--- config.mk ---
export PLATFORM = sky130hd
export DESIGN_NAME = kmeans_three_cluster_2d
export DESIGN_NICKNAME = d
export VERILOG_FILES = /design/src/km3_pkg.sv /design/src/kmeans_three_cluster_2d.sv /design/src/km3_div.sv /design/src/km3_ctrl.sv /design/src/km3_dp.sv
export SDC_FILE = /design/constraint.sdc
export NUM_CORES = 2
export LEC_CHECK = 0
export BUFFER_PORTS_ARGS = -buffer_cell sky130_fd_sc_hd__buf_4
export CAP_MARGIN = 10
export CORE_ASPECT_RATIO = 2
export CORE_MARGIN = 3
export CORE_UTILIZATION = 40
export DETAILED_ROUTE_END_ITERATION = 8
export HOLD_SLACK_MARGIN = 0.15
export PLACE_DENSITY = 0.56
export SLEW_MARGIN = 10
export SYNTH_ARGS = -nofsm -noshare
export SYNTH_HDL_FRONTEND = slang
export SYNTH_SLANG_ARGS = --single-unit
--- constraint.sdc ---
create_clock -name clk -period 19.4 [get_ports clk]
set_input_delay 5.82 -clock clk [delete_from_list [all_inputs] [get_ports clk]]
set_output_delay 5.82 -clock clk [all_outputs]
set_load 0.01 [all_outputs]
--- src/km3_pkg.sv ---
package km3_pkg;

  localparam int NCL = 3;
  localparam int CW = 24;
  localparam int DW = 52;
  localparam int ACC_W = 64;
  localparam int PT_W = 16;
  localparam int CFG_IDX_W = 3;
  localparam int NUM_CFG = 2 * NCL;

  localparam int KM3_MAX_PASS_POINTS = 65535;
  localparam int KM3_FRAC_BITS = 8;

  localparam logic KIND_POINT = 1'b0;
  localparam logic KIND_CENT = 1'b1;

  localparam logic AXIS_X = 1'b0;
  localparam logic AXIS_Y = 1'b1;

  typedef enum logic [2:0] {
    S_IDLE,
    S_DIST,
    S_DRAIN,
    S_ACC,
    S_EMIT_PT,
    S_DIV_START,
    S_DIV_WAIT,
    S_EMIT_C
  } km3_state_t;

  typedef struct packed {
    logic       capture;
    logic       dist_en;
    logic [1:0] cl;
    logic       axis;
    logic [1:0] part;
    logic       acc;
    logic       emit_pt;
    logic       div_start;
    logic       div_wr;
    logic       emit_c;
  } km3_cmd_t;

  typedef struct packed {
    logic pend;
    logic div_done;
    logic div_skip;
  } km3_sts_t;

endpackage

--- src/kmeans_three_cluster_2d.sv ---
// path from the accepting edge to the assignment word: 24 squaring steps, a drain,
// an accumulate and the output register; the next word is taken once busy falls;
// pass end adds up to six serial divides of sum_w+frac_bits quotient bits each (a
// divide is skipped for an empty cluster or an overflowed pass), then three centroid
// words on consecutive cycles; one point at a time
// rst is synchronous and clears centroids, sums, counts and the config
// registers; the receiver cannot stall, each word is valid for one cycle
module kmeans_three_cluster_2d import km3_pkg::*; #(
  parameter int MAX_PASS_POINTS = KM3_MAX_PASS_POINTS,
  parameter int FRAC_BITS = KM3_FRAC_BITS
) (
  input  logic                 clk,
  input  logic                 rst,
  input  logic                 start,
  output logic                 busy,
  input  logic [PT_W-1:0]      point_x,
  input  logic [PT_W-1:0]      point_y,
  input  logic                 load_start,
  input  logic                 pass_end,
  input  logic                 cfg_we,
  input  logic [CFG_IDX_W-1:0] cfg_index,
  input  logic [CW-1:0]        cfg_data,
  output logic                 result_valid,
  output logic                 result_kind,
  output logic [1:0]           cluster_id,
  output logic [DW-1:0]        distance_sq,
  output logic [CW-1:0]        centroid_x,
  output logic [CW-1:0]        centroid_y,
  output logic                 overflow,
  output logic                 last
);

  km3_cmd_t cmd;
  km3_sts_t sts;

  km3_ctrl u_ctrl (
    .clk   (clk),
    .rst   (rst),
    .start (start),
    .sts   (sts),
    .busy  (busy),
    .cmd   (cmd)
  );

  km3_dp #(
    .MAX_PASS_POINTS (MAX_PASS_POINTS),
    .FRAC_BITS       (FRAC_BITS)
  ) u_dp (
    .clk          (clk),
    .rst          (rst),
    .cmd          (cmd),
    .sts          (sts),
    .cfg_we       (cfg_we),
    .cfg_index    (cfg_index),
    .cfg_data     (cfg_data),
    .point_x      (point_x),
    .point_y      (point_y),
    .load_start   (load_start),
    .pass_end     (pass_end),
    .result_valid (result_valid),
    .result_kind  (result_kind),
    .cluster_id   (cluster_id),
    .distance_sq  (distance_sq),
    .centroid_x   (centroid_x),
    .centroid_y   (centroid_y),
    .overflow     (overflow),
    .last         (last)
  );

`ifndef SYNTHESIS
  a_start_busy: assert property (@(posedge clk) disable iff (rst)
    start && !busy |=> busy)
    else $error("accepted word did not raise busy");

  a_id_nonzero: assert property (@(posedge clk) disable iff (rst)
    result_valid |-> cluster_id != 2'd0)
    else $error("result word with cluster id zero");

  a_cent_burst: assert property (@(posedge clk) disable iff (rst)
    result_valid && (result_kind == KIND_CENT) && !last |=>
      result_valid && (result_kind == KIND_CENT))
    else $error("centroid report burst broken");

  a_last_gap: assert property (@(posedge clk) disable iff (rst)
    result_valid && last |=> !result_valid)
    else $error("word right after the last word");
`endif

endmodule

--- src/km3_div.sv ---
module km3_div import km3_pkg::*; #(
  parameter int NW = 33,
  parameter int DEN_W = 17
) (
  input  logic             clk,
  input  logic             rst,
  input  logic             start,
  input  logic [NW-1:0]    num,
  input  logic [DEN_W-1:0] den,
  output logic             done,
  output logic [NW-1:0]    quo
);

  localparam int CNT_W = $clog2(NW + 1);

  logic [CNT_W-1:0] cnt;
  logic [DEN_W:0]   rem;
  logic [DEN_W-1:0] den_r;
  logic [DEN_W+1:0] trial;

  // one quotient bit a cycle, restoring
  assign trial = {rem, quo[NW-1]} - {2'b00, den_r};

  always_ff @(posedge clk) begin
    if (rst) begin
      cnt  <= '0;
      done <= 1'b0;
    end else begin
      done <= 1'b0;
      if (start) begin
        cnt <= CNT_W'(NW);
      end else if (cnt != '0) begin
        cnt <= cnt - 1'b1;
        if (cnt == CNT_W'(1)) begin
          done <= 1'b1;
        end
      end
    end
  end

  always_ff @(posedge clk) begin
    if (start) begin
      rem   <= '0;
      quo   <= num;
      den_r <= den;
    end else if (cnt != '0) begin
      if (!trial[DEN_W+1]) begin
        rem <= trial[DEN_W:0];
        quo <= {quo[NW-2:0], 1'b1};
      end else begin
        rem <= {rem[DEN_W-1:0], quo[NW-1]};
        quo <= {quo[NW-2:0], 1'b0};
      end
    end
  end

endmodule

--- src/km3_ctrl.sv ---
module km3_ctrl import km3_pkg::*; (
  input  logic     clk,
  input  logic     rst,
  input  logic     start,
  input  km3_sts_t sts,
  output logic     busy,
  output km3_cmd_t cmd
);

  km3_state_t state, state_next;
  logic [1:0] cl, cl_next;
  logic       axis, axis_next;
  logic [1:0] part, part_next;

  always_ff @(posedge clk) begin
    if (rst) begin
      state <= S_IDLE;
      cl    <= '0;
      axis  <= AXIS_X;
      part  <= '0;
    end else begin
      state <= state_next;
      cl    <= cl_next;
      axis  <= axis_next;
      part  <= part_next;
    end
  end

  assign busy = (state != S_IDLE);

  always_comb begin
    state_next    = state;
    cl_next       = cl;
    axis_next     = axis;
    part_next     = part;
    cmd           = '0;
    cmd.cl        = cl;
    cmd.axis      = axis;
    cmd.part      = part;
    unique case (state)
      S_IDLE: begin
        if (start) begin
          cmd.capture = 1'b1;
          cl_next     = '0;
          axis_next   = AXIS_X;
          part_next   = '0;
          state_next  = S_DIST;
        end
      end
      S_DIST: begin
        cmd.dist_en = 1'b1;
        part_next   = part + 1'b1;
        if (part == 2'd3) begin
          axis_next = ~axis;
          if (axis == AXIS_Y) begin
            cl_next = cl + 1'b1;
            if (cl == 2'(NCL - 1)) begin
              state_next = S_DRAIN;
            end
          end
        end
      end
      S_DRAIN: begin
        state_next = S_ACC;
      end
      S_ACC: begin
        cmd.acc    = 1'b1;
        state_next = S_EMIT_PT;
      end
      S_EMIT_PT: begin
        cmd.emit_pt = 1'b1;
        cl_next     = '0;
        axis_next   = AXIS_X;
        state_next  = sts.pend ? S_DIV_START : S_IDLE;
      end
      S_DIV_START: begin
        if (sts.div_skip) begin
          axis_next = ~axis;
          if (axis == AXIS_Y) begin
            cl_next = cl + 1'b1;
            if (cl == 2'(NCL - 1)) begin
              cl_next    = '0;
              state_next = S_EMIT_C;
            end
          end
        end else begin
          cmd.div_start = 1'b1;
          state_next    = S_DIV_WAIT;
        end
      end
      S_DIV_WAIT: begin
        if (sts.div_done) begin
          cmd.div_wr = 1'b1;
          axis_next  = ~axis;
          state_next = S_DIV_START;
          if (axis == AXIS_Y) begin
            cl_next = cl + 1'b1;
            if (cl == 2'(NCL - 1)) begin
              cl_next    = '0;
              state_next = S_EMIT_C;
            end
          end
        end
      end
      S_EMIT_C: begin
        cmd.emit_c = 1'b1;
        cl_next    = cl + 1'b1;
        if (cl == 2'(NCL - 1)) begin
          cl_next    = '0;
          state_next = S_IDLE;
        end
      end
      default: begin
        state_next = S_IDLE;
      end
    endcase
  end

endmodule

--- src/km3_dp.sv ---
module km3_dp import km3_pkg::*; #(
  parameter int MAX_PASS_POINTS = KM3_MAX_PASS_POINTS,
  parameter int FRAC_BITS = KM3_FRAC_BITS
) (
  input  logic                 clk,
  input  logic                 rst,
  input  km3_cmd_t             cmd,
  output km3_sts_t             sts,
  input  logic                 cfg_we,
  input  logic [CFG_IDX_W-1:0] cfg_index,
  input  logic [CW-1:0]        cfg_data,
  input  logic [PT_W-1:0]      point_x,
  input  logic [PT_W-1:0]      point_y,
  input  logic                 load_start,
  input  logic                 pass_end,
  output logic                 result_valid,
  output logic                 result_kind,
  output logic [1:0]           cluster_id,
  output logic [DW-1:0]        distance_sq,
  output logic [CW-1:0]        centroid_x,
  output logic [CW-1:0]        centroid_y,
  output logic                 overflow,
  output logic                 last
);

  localparam int CNT_W = $clog2(MAX_PASS_POINTS + 2);
  localparam int SUM_W = PT_W + CNT_W;
  localparam int NW = SUM_W + FRAC_BITS;
  localparam int QW = (NW > CW + 1) ? NW : CW + 1;
  localparam int AW = ((PT_W + FRAC_BITS > CW) ? PT_W + FRAC_BITS : CW) + 1;
  localparam int H = (AW + 1) / 2;

  logic signed [CW-1:0]    init_c [NUM_CFG];
  logic signed [CW-1:0]    cent_x [NCL];
  logic signed [CW-1:0]    cent_y [NCL];
  logic signed [SUM_W-1:0] sum_x [NCL];
  logic signed [SUM_W-1:0] sum_y [NCL];
  logic [CNT_W-1:0]        member_count [NCL];
  logic [CNT_W-1:0]        pass_points;
  logic [CNT_W-1:0]        pass_points_next;
  logic                    ovf;

  logic signed [PT_W-1:0]  px, py;
  logic                    pend;

  // distance pipeline
  logic signed [CW-1:0]    cent_sel;
  logic signed [PT_W-1:0]  pt_sel;
  logic signed [AW-1:0]    pt_w, pt_sh, diff;
  logic [AW-1:0]           mag;
  logic [2*H-1:0]          magp;
  logic [H-1:0]            opa, opb;
  logic [2*H-1:0]          prod, prod_r;
  logic                    pp_v, pp_first, pp_fin;
  logic [1:0]              pp_part, pp_cl;
  logic [ACC_W-1:0]        term, dsum, dacc, best_d;
  logic [1:0]              best;

  // divide
  logic signed [SUM_W-1:0] sum_sel;
  logic [SUM_W-1:0]        sum_mag;
  logic                    div_neg;
  logic                    div_done;
  logic [NW-1:0]           quo;
  logic [QW-1:0]           qx;
  logic signed [CW-1:0]    mean;

  always_ff @(posedge clk) begin
    if (rst) begin
      for (int i = 0; i < NUM_CFG; i++) begin
        init_c[i] <= '0;
      end
    end else if (cfg_we && (cfg_index < CFG_IDX_W'(NUM_CFG))) begin
      init_c[cfg_index] <= cfg_data;
    end
  end

  always_ff @(posedge clk) begin
    if (cmd.capture) begin
      px   <= point_x;
      py   <= point_y;
      pend <= pass_end;
    end
  end

  assign cent_sel = (cmd.axis == AXIS_Y) ? cent_y[cmd.cl] : cent_x[cmd.cl];
  assign pt_sel   = (cmd.axis == AXIS_Y) ? py : px;
  assign pt_w     = AW'(pt_sel);
  assign pt_sh    = pt_w <<< FRAC_BITS;
  assign diff     = pt_sh - AW'(cent_sel);
  assign mag      = diff[AW-1] ? AW'(-diff) : AW'(diff);
  assign magp     = (2*H)'(mag);

  // square as four half-width partial products
  always_comb begin
    case (cmd.part)
      2'd0:    begin opa = magp[H-1:0];   opb = magp[H-1:0];   end
      2'd1:    begin opa = magp[H-1:0];   opb = magp[2*H-1:H]; end
      2'd2:    begin opa = magp[2*H-1:H]; opb = magp[H-1:0];   end
      default: begin opa = magp[2*H-1:H]; opb = magp[2*H-1:H]; end
    endcase
  end

  assign prod = opa * opb;

  always_ff @(posedge clk) begin
    if (rst) begin
      pp_v <= 1'b0;
    end else begin
      pp_v <= cmd.dist_en;
    end
  end

  always_ff @(posedge clk) begin
    prod_r   <= prod;
    pp_part  <= cmd.part;
    pp_cl    <= cmd.cl;
    pp_first <= (cmd.axis == AXIS_X) && (cmd.part == 2'd0);
    pp_fin   <= (cmd.axis == AXIS_Y) && (cmd.part == 2'd3);
  end

  always_comb begin
    case (pp_part)
      2'd0:    term = ACC_W'(prod_r);
      2'd3:    term = ACC_W'(prod_r) << (2 * H);
      default: term = ACC_W'(prod_r) << H;
    endcase
  end

  assign dsum = (pp_first ? '0 : dacc) + term;

  always_ff @(posedge clk) begin
    if (pp_v) begin
      dacc <= dsum;
      // later cluster wins a tie
      if (pp_fin && ((pp_cl == 2'd0) || (dsum <= best_d))) begin
        best_d <= dsum;
        best   <= pp_cl;
      end
    end
  end

  always_comb begin
    pass_points_next = pass_points;
    if (pass_points <= CNT_W'(MAX_PASS_POINTS)) begin
      pass_points_next = pass_points + 1'b1;
    end
  end

  assign sum_sel = (cmd.axis == AXIS_Y) ? sum_y[cmd.cl] : sum_x[cmd.cl];
  assign sum_mag = sum_sel[SUM_W-1] ? SUM_W'(-sum_sel) : SUM_W'(sum_sel);

  km3_div #(
    .NW    (NW),
    .DEN_W (CNT_W)
  ) u_div (
    .clk   (clk),
    .rst   (rst),
    .start (cmd.div_start),
    .num   ({sum_mag, FRAC_BITS'(0)} ),
    .den   (member_count[cmd.cl]),
    .done  (div_done),
    .quo   (quo)
  );

  always_ff @(posedge clk) begin
    if (cmd.div_start) begin
      div_neg <= sum_sel[SUM_W-1];
    end
  end

  // signed mean, saturated to the centroid width
  assign qx = QW'(quo);
  always_comb begin
    if (div_neg) begin
      if (qx > QW'(2 ** (CW - 1))) begin
        mean = {1'b1, {(CW-1){1'b0}}};
      end else begin
        mean = CW'(-qx);
      end
    end else begin
      if (qx > QW'(2 ** (CW - 1) - 1)) begin
        mean = {1'b0, {(CW-1){1'b1}}};
      end else begin
        mean = CW'(qx);
      end
    end
  end

  assign sts.pend     = pend;
  assign sts.div_done = div_done;
  assign sts.div_skip = ovf || (member_count[cmd.cl] == '0);

  always_ff @(posedge clk) begin
    if (rst) begin
      for (int k = 0; k < NCL; k++) begin
        cent_x[k]       <= '0;
        cent_y[k]       <= '0;
        sum_x[k]        <= '0;
        sum_y[k]        <= '0;
        member_count[k] <= '0;
      end
      pass_points <= '0;
      ovf         <= 1'b0;
    end else begin
      if (cmd.capture && load_start) begin
        for (int k = 0; k < NCL; k++) begin
          cent_x[k]       <= init_c[2*k];
          cent_y[k]       <= init_c[2*k+1];
          sum_x[k]        <= '0;
          sum_y[k]        <= '0;
          member_count[k] <= '0;
        end
        pass_points <= '0;
      end
      if (cmd.acc) begin
        pass_points <= pass_points_next;
        ovf         <= (pass_points_next > CNT_W'(MAX_PASS_POINTS));
        if (!(pass_points_next > CNT_W'(MAX_PASS_POINTS))) begin
          sum_x[best]        <= sum_x[best] + SUM_W'(px);
          sum_y[best]        <= sum_y[best] + SUM_W'(py);
          member_count[best] <= member_count[best] + 1'b1;
        end
      end
      if (cmd.div_wr) begin
        if (cmd.axis == AXIS_Y) begin
          cent_y[cmd.cl] <= mean;
        end else begin
          cent_x[cmd.cl] <= mean;
        end
      end
      // pass end clears after the last report
      if (cmd.emit_c && (cmd.cl == 2'(NCL - 1))) begin
        for (int k = 0; k < NCL; k++) begin
          sum_x[k]        <= '0;
          sum_y[k]        <= '0;
          member_count[k] <= '0;
        end
        pass_points <= '0;
      end
    end
  end

  always_ff @(posedge clk) begin
    if (rst) begin
      result_valid <= 1'b0;
    end else begin
      result_valid <= cmd.emit_pt || cmd.emit_c;
    end
  end

  always_ff @(posedge clk) begin
    if (cmd.emit_pt) begin
      result_kind <= KIND_POINT;
      cluster_id  <= best + 1'b1;
      distance_sq <= best_d[DW-1:0];
      centroid_x  <= '0;
      centroid_y  <= '0;
      overflow    <= ovf;
      last        <= !pend;
    end else if (cmd.emit_c) begin
      result_kind <= KIND_CENT;
      cluster_id  <= cmd.cl + 1'b1;
      distance_sq <= '0;
      centroid_x  <= cent_x[cmd.cl];
      centroid_y  <= cent_y[cmd.cl];
      overflow    <= ovf;
      last        <= (cmd.cl == 2'(NCL - 1));
    end
  end

endmodule

-- Word-level counts from Yosys, hierarchy flattened
Memory sizes are Yosys's and may differ from the RTL's. A register that Yosys moved wholly into a read port is not among the register bits.
Cells that the tools add are included.
- register bits: 412
- memory bits (writable): 537
- output and inout bits: 107
- memories: 6
- memory list (name ; depth ; bits a word ; rd ports ; clocked after memory_dff ; write ports ; RTL line ; RTL):
    u_dp.init_c ; 6 ; 24 ; 6 ; 0 ; 6 ; km3_dp.sv:33 ; logic signed [CW-1:0] init_c [NUM_CFG];
    u_dp.sum_x ; 3 ; 33 ; 2 ; 2 ; 3 ; km3_dp.sv:36 ; logic signed [SUM_W-1:0] sum_x [NCL];
    u_dp.sum_y ; 3 ; 33 ; 2 ; 2 ; 3 ; km3_dp.sv:37 ; logic signed [SUM_W-1:0] sum_y [NCL];
    u_dp.cent_x ; 3 ; 24 ; 1 ; 1 ; 3 ; km3_dp.sv:34 ; logic signed [CW-1:0] cent_x [NCL];
    u_dp.cent_y ; 3 ; 24 ; 1 ; 1 ; 3 ; km3_dp.sv:35 ; logic signed [CW-1:0] cent_y [NCL];
    u_dp.member_count ; 3 ; 17 ; 2 ; 2 ; 3 ; km3_dp.sv:38 ; logic [CNT_W-1:0] member_count [NCL];
- add/sub/neg operators: 14
- multipliers: 1
- $lt $le $gt $ge: 6
- equality and inequality tests: 22
- mux-type cells: 145
- bitwise logic cells: 26
- reduce and logical (&&, ||, !) cells: 39
- operators with widths (kind ; number):
    $mux W33 ; 16
    $mux W24 ; 13
    $mux W17 ; 10
    $mux W52 ; 2
    $pmux W52 S2 ; 1
    $mux W41 ; 2
    $reduce_or A24 Y1 ; 3
    $add A33 B16 Y33 ; 2
    $reduce_or A33 Y1 ; 2
    $add A64 B52 Y64 ; 1
    $le A64 B64 Y1 ; 1
    $mux W64 ; 1
    $mux W2 ; 28
    $mux W1 ; 49
    $gt A41 B23 Y1 const B ; 1
    $gt A41 B24 Y1 const B ; 1
    $mux W3 ; 12
    $add A17 B1 Y17 const B ; 2
    $neg A33 Y33 ; 1
    $mul A13 B13 Y26 ; 1
    $mux W13 ; 2
    $mux W25 ; 1
    $neg A25 Y25 ; 1
    $sub A24 B24 Y25 ; 1
    other kinds (42) ; 99

-- Logic depth before layout (Yosys ltp)
- depth after elaboration: 9
- gate-level depth with buffers: 49

-- Modules after synthesis
Synthesis repeated with hierarchy kept, for this count alone.
- cells, all modules: 6038
- area, all modules: 63701.1 um^2
- by module, submodules not included (module ; instances ; cells an instance ; area each (um^2)):
    km3_dp ; 1 ; 5580 ; 58665.0
    km3_div ; 1 ; 367 ; 4335.4
    km3_ctrl ; 1 ; 91 ; 700.7

-- Worst setup path after synthesis
Ideal clock, no wire load.
- path type: flip-flop to flip-flop
- from: register with a tool-made name
- to: register u_dp.prod_r[25]
- library setup time: 0.072 ns
- arrival: 11.948 ns
- required time: 19.328 ns
- slack: 7.380 ns
- cell stages (with the launch flop): 46
- path buffers: 11
- clock period less this slack: 12.020 ns
- cells stage by stage: dfxtp_1 -> buf_6 -> buf_2 -> buf_2 -> buf_2 -> buf_2 -> buf_2 -> buf_2 -> buf_2 -> buf_1 -> mux4_2 -> mux2i_1 -> ha_1 -> clkbuf_1 -> inv_1 -> nor2_1 -> a22oi_4 -> or2_2 -> (+10 left out) -> inv_1 -> fa_1 -> inv_1 -> fa_1 -> inv_1 -> fa_1 -> fa_1 -> inv_1 -> ha_1 -> a2111oi_0 -> o21ai_0 -> nand3_1 -> a31oi_1 -> a41o_1 -> o41a_1 -> a21o_1 -> a21oi_1 -> xnor2_1
- RTL lines (element ; RTL line ; RTL):
    end signal, assigned ; km3_dp.sv:115 ; prod_r <= prod;
    end, declared ; km3_dp.sv:53 ; logic [2*H-1:0] prod, prod_r;

==> flow_summary.yaml <==
status:
  outcome: "completed"
synthesis:
  yosys_warnings: 0
  synth.largest_area_cell: "edfxtp_1"
  synthesis.nets: 5949
  syn_area_um2: 62860
  yosys.area.top_type_share_pct: 44.81
  ys_top_cells_by_area: "edfxtp_1, mux4_2, ha_1"
  ys.flop_type: "edfxtp_1"
  synth_seq_cells: 1084
  ys_types: 91
  async_reset_ff_share_pct: 0
  synth_edf_count: 938
  ys_seq_area_share_pct: 49.46
  synth.avg_cell_area_um2: 11.53
  synth_cells: 5451
worst_setup_path:
  cp.arrival_ps: 12580
  path_class: "flip-flop to flip-flop"
  crit_top_cell: "fa_1"
  cp_max_fo: 40
  worst_setup_path_end_kind: "flip-flop"
  start_kind: "flip-flop"
  slowest_delay_ps: 830
  slowest_stage: "nor4_1"
  required_ps: 20010
cts:
  clock_latency_ps: 710
  clkSlewWorstSetupHoldPaths_ps: 70
  cts_root_buf: "clkbuf_16"
  clock-sinks: 1084
  postCtsSetupBuffers: 0
  cts_hold_buf: 0
  cts_tree: "done"
  cts-buffers-inserted: 102
  post_cts_resized: 0
  clock_path_buffers: 3
  htreeDepth: 3
floorplan:
  core.rowCount: 205
  die-area_um2: 162200
  io_pins: 172
  initial_core_util_pct: 40.30
  core_um2: 156000
  die-width_um: 286.3
  die_h_um: 566.6
placed_design:
  postPlaceCellArea_um2: 66500
  detailedPlace.worstSlack_ps: 7347
  port_buffers: 171
  finalWeightedCongestion: 1.002
  place_hpwl_um: 142900
drt:
  vias: 43530
  drtIter0Drc: 2575
  antenna_left: 0
  routed_wl_um: 195400
  wl_per_cell_um: 25.36
  drc: 0
  first_pass_iters: 6
  vias_per_cell: 5.648
worst_hold_path:
  hp-start: "u_ctrl.cl[1]$_SDFFE_PP0P_"
  min_path_type: "flip-flop to flip-flop"
global_route:
  overflow: 0
  grt_pass1_wl_um: 285400
  grtUsageTotal_pct: 23.72
  grt_max_degree: 79
  grt_pass1_vias: 45500
  antenna_found_initial: 4
timing:
  fin_hold_ws_ps: 416.5
  period_share_pct: 61.69
  fin_skew_ps: 39.28
  setup_slack_ps: 7432
  fmax_mhz: 83.56
  rsz0062_at_grt: "false"
  setup_viol: 0
  fin_setup_tns_ps: 0
  slew_headroom_pct: 12.46
  min_period_ps: 11970
  drv_slew: 0
  finalHoldViolCount: 0
  worst_pin_slew_ps: 1301
finish:
  num-fill-cells: 14620
  final_area_um2: 70070
  drive_above_1_share_pct: 13.65
  syn_to_final_growth_pct: 11.48
  final_net_count: 6045
flow_run:
  cap_violations: 0
==> layer usage <==
layer  vias to the layer above  part of all wire [%]  GRT usage [%]
li1                      20060                     -              -
met1                     21770                    33          22.93
met2                      1206                    57          47.25
met3                       489                   3.7          2.589
met4                         4                   6.7          14.00
met5                         -                 0.012              0
==> cell usage in the layout (no fill, tap or decap), types with 176 or more instances in the layout <==
cell | netlist | routed
edfxtp_1 | 938 | 938
nor2_1 | 604 | 602
inv_1 | 439 | 437
nand2_1 | 380 | 369
ha_1 | 308 | 308
buf_4 | 0 | 253
o21ai_0 | 238 | 238
mux4_2 | 218 | 218
a21oi_1 | 205 | 204
a22o_1 | 176 | 176
==> cell usage after synthesis, types with 117 or more instances <==
library cell / instances
nor2_1: 604
a21oi_1: 205
inv_1: 439
dfxtp_1: 146
fa_1: 125
nand2_1: 380
o21ai_0: 238
a22o_1: 176
edfxtp_1: 938
clkbuf_1: 205
xnor2_1: 136
nor3_1: 122
mux4_2: 218
a21o_1: 117
ha_1: 308
==> area by class of cell <==
cell class	instances	area [µm²]	share of cell area, %
Sequential cell	1084	31110	44.40
Antenna cell	3	7.507	0.01071
Multi-Input combinational cell	3664	29220	41.71
Inverter	441	1658	2.366
Clock inverter	65	835.8	1.193
Clock buffer	126	2723	3.886
Timing Repair Buffer	254	1919	2.739
Tap cell	2070	2590	3.696
==> path summary, 6_finish.rpt <==
kind                        endpoint  slack [ps]  cells past startpoint
max          u_dp.prod_r[24]$_DFF_P_        7430                     33
min            u_dp.pp_cl[1]$_DFF_P_         420                      0
max reg2reg  u_dp.prod_r[24]$_DFF_P_        7430                     33
min reg2reg    u_dp.pp_cl[1]$_DFF_P_         420                      0
==> cell families after synthesis <==
family	synth area share (%)
simple gates	12.36
flops	49.46
compound gates	11.19
buf+inv	4.242
fa+ha+maj	10.11
mux	9.531
xor+xnor	3.107
==> sequential cells by signal (all words and copies together), names as in the netlist, 52 cells and up, named ones only <==
name,cells
u_dp.cent_y,96
u_dp.distance_sq,52
u_dp.best_d,64
u_dp.dacc,64
u_dp.sum_y,132
u_dp.sum_x,132
u_dp.cent_x,96
u_dp.member_count,68
u_dp.init_c,144
==> worst max-delay path, delay by kind of cell (launching register included) <==
| family | cells | cell delay (ps) |
|---|---|---|
| AO/OA/AOI/OAI | 12 | 3560 |
| XOR/XNOR | 1 | 120 |
| adder cells (fa/ha/maj) | 6 | 2820 |
| buffers and inverters | 4 | 940 |
| flip-flops | 1 | 800 |
| multiplexers | 2 | 810 |
| AND/OR/NAND/NOR | 8 | 2680 |
==> per-stage QoR <==
| step | std cells | utilization, % |
|---|---|---|
| CTS | 7704 | 44.93 |
| floorplan | 5451 | - |
| finish | 7707 | 44.93 |
| detailed placement | 7513 | 42.64 |
| global route | 7705 | 44.93 |
| global placement | 7513 | 42.64 |
Power is left out: the tool's default activity adds up to more than one toggle a clock period on the data nets, which glitch-free logic cannot reach.
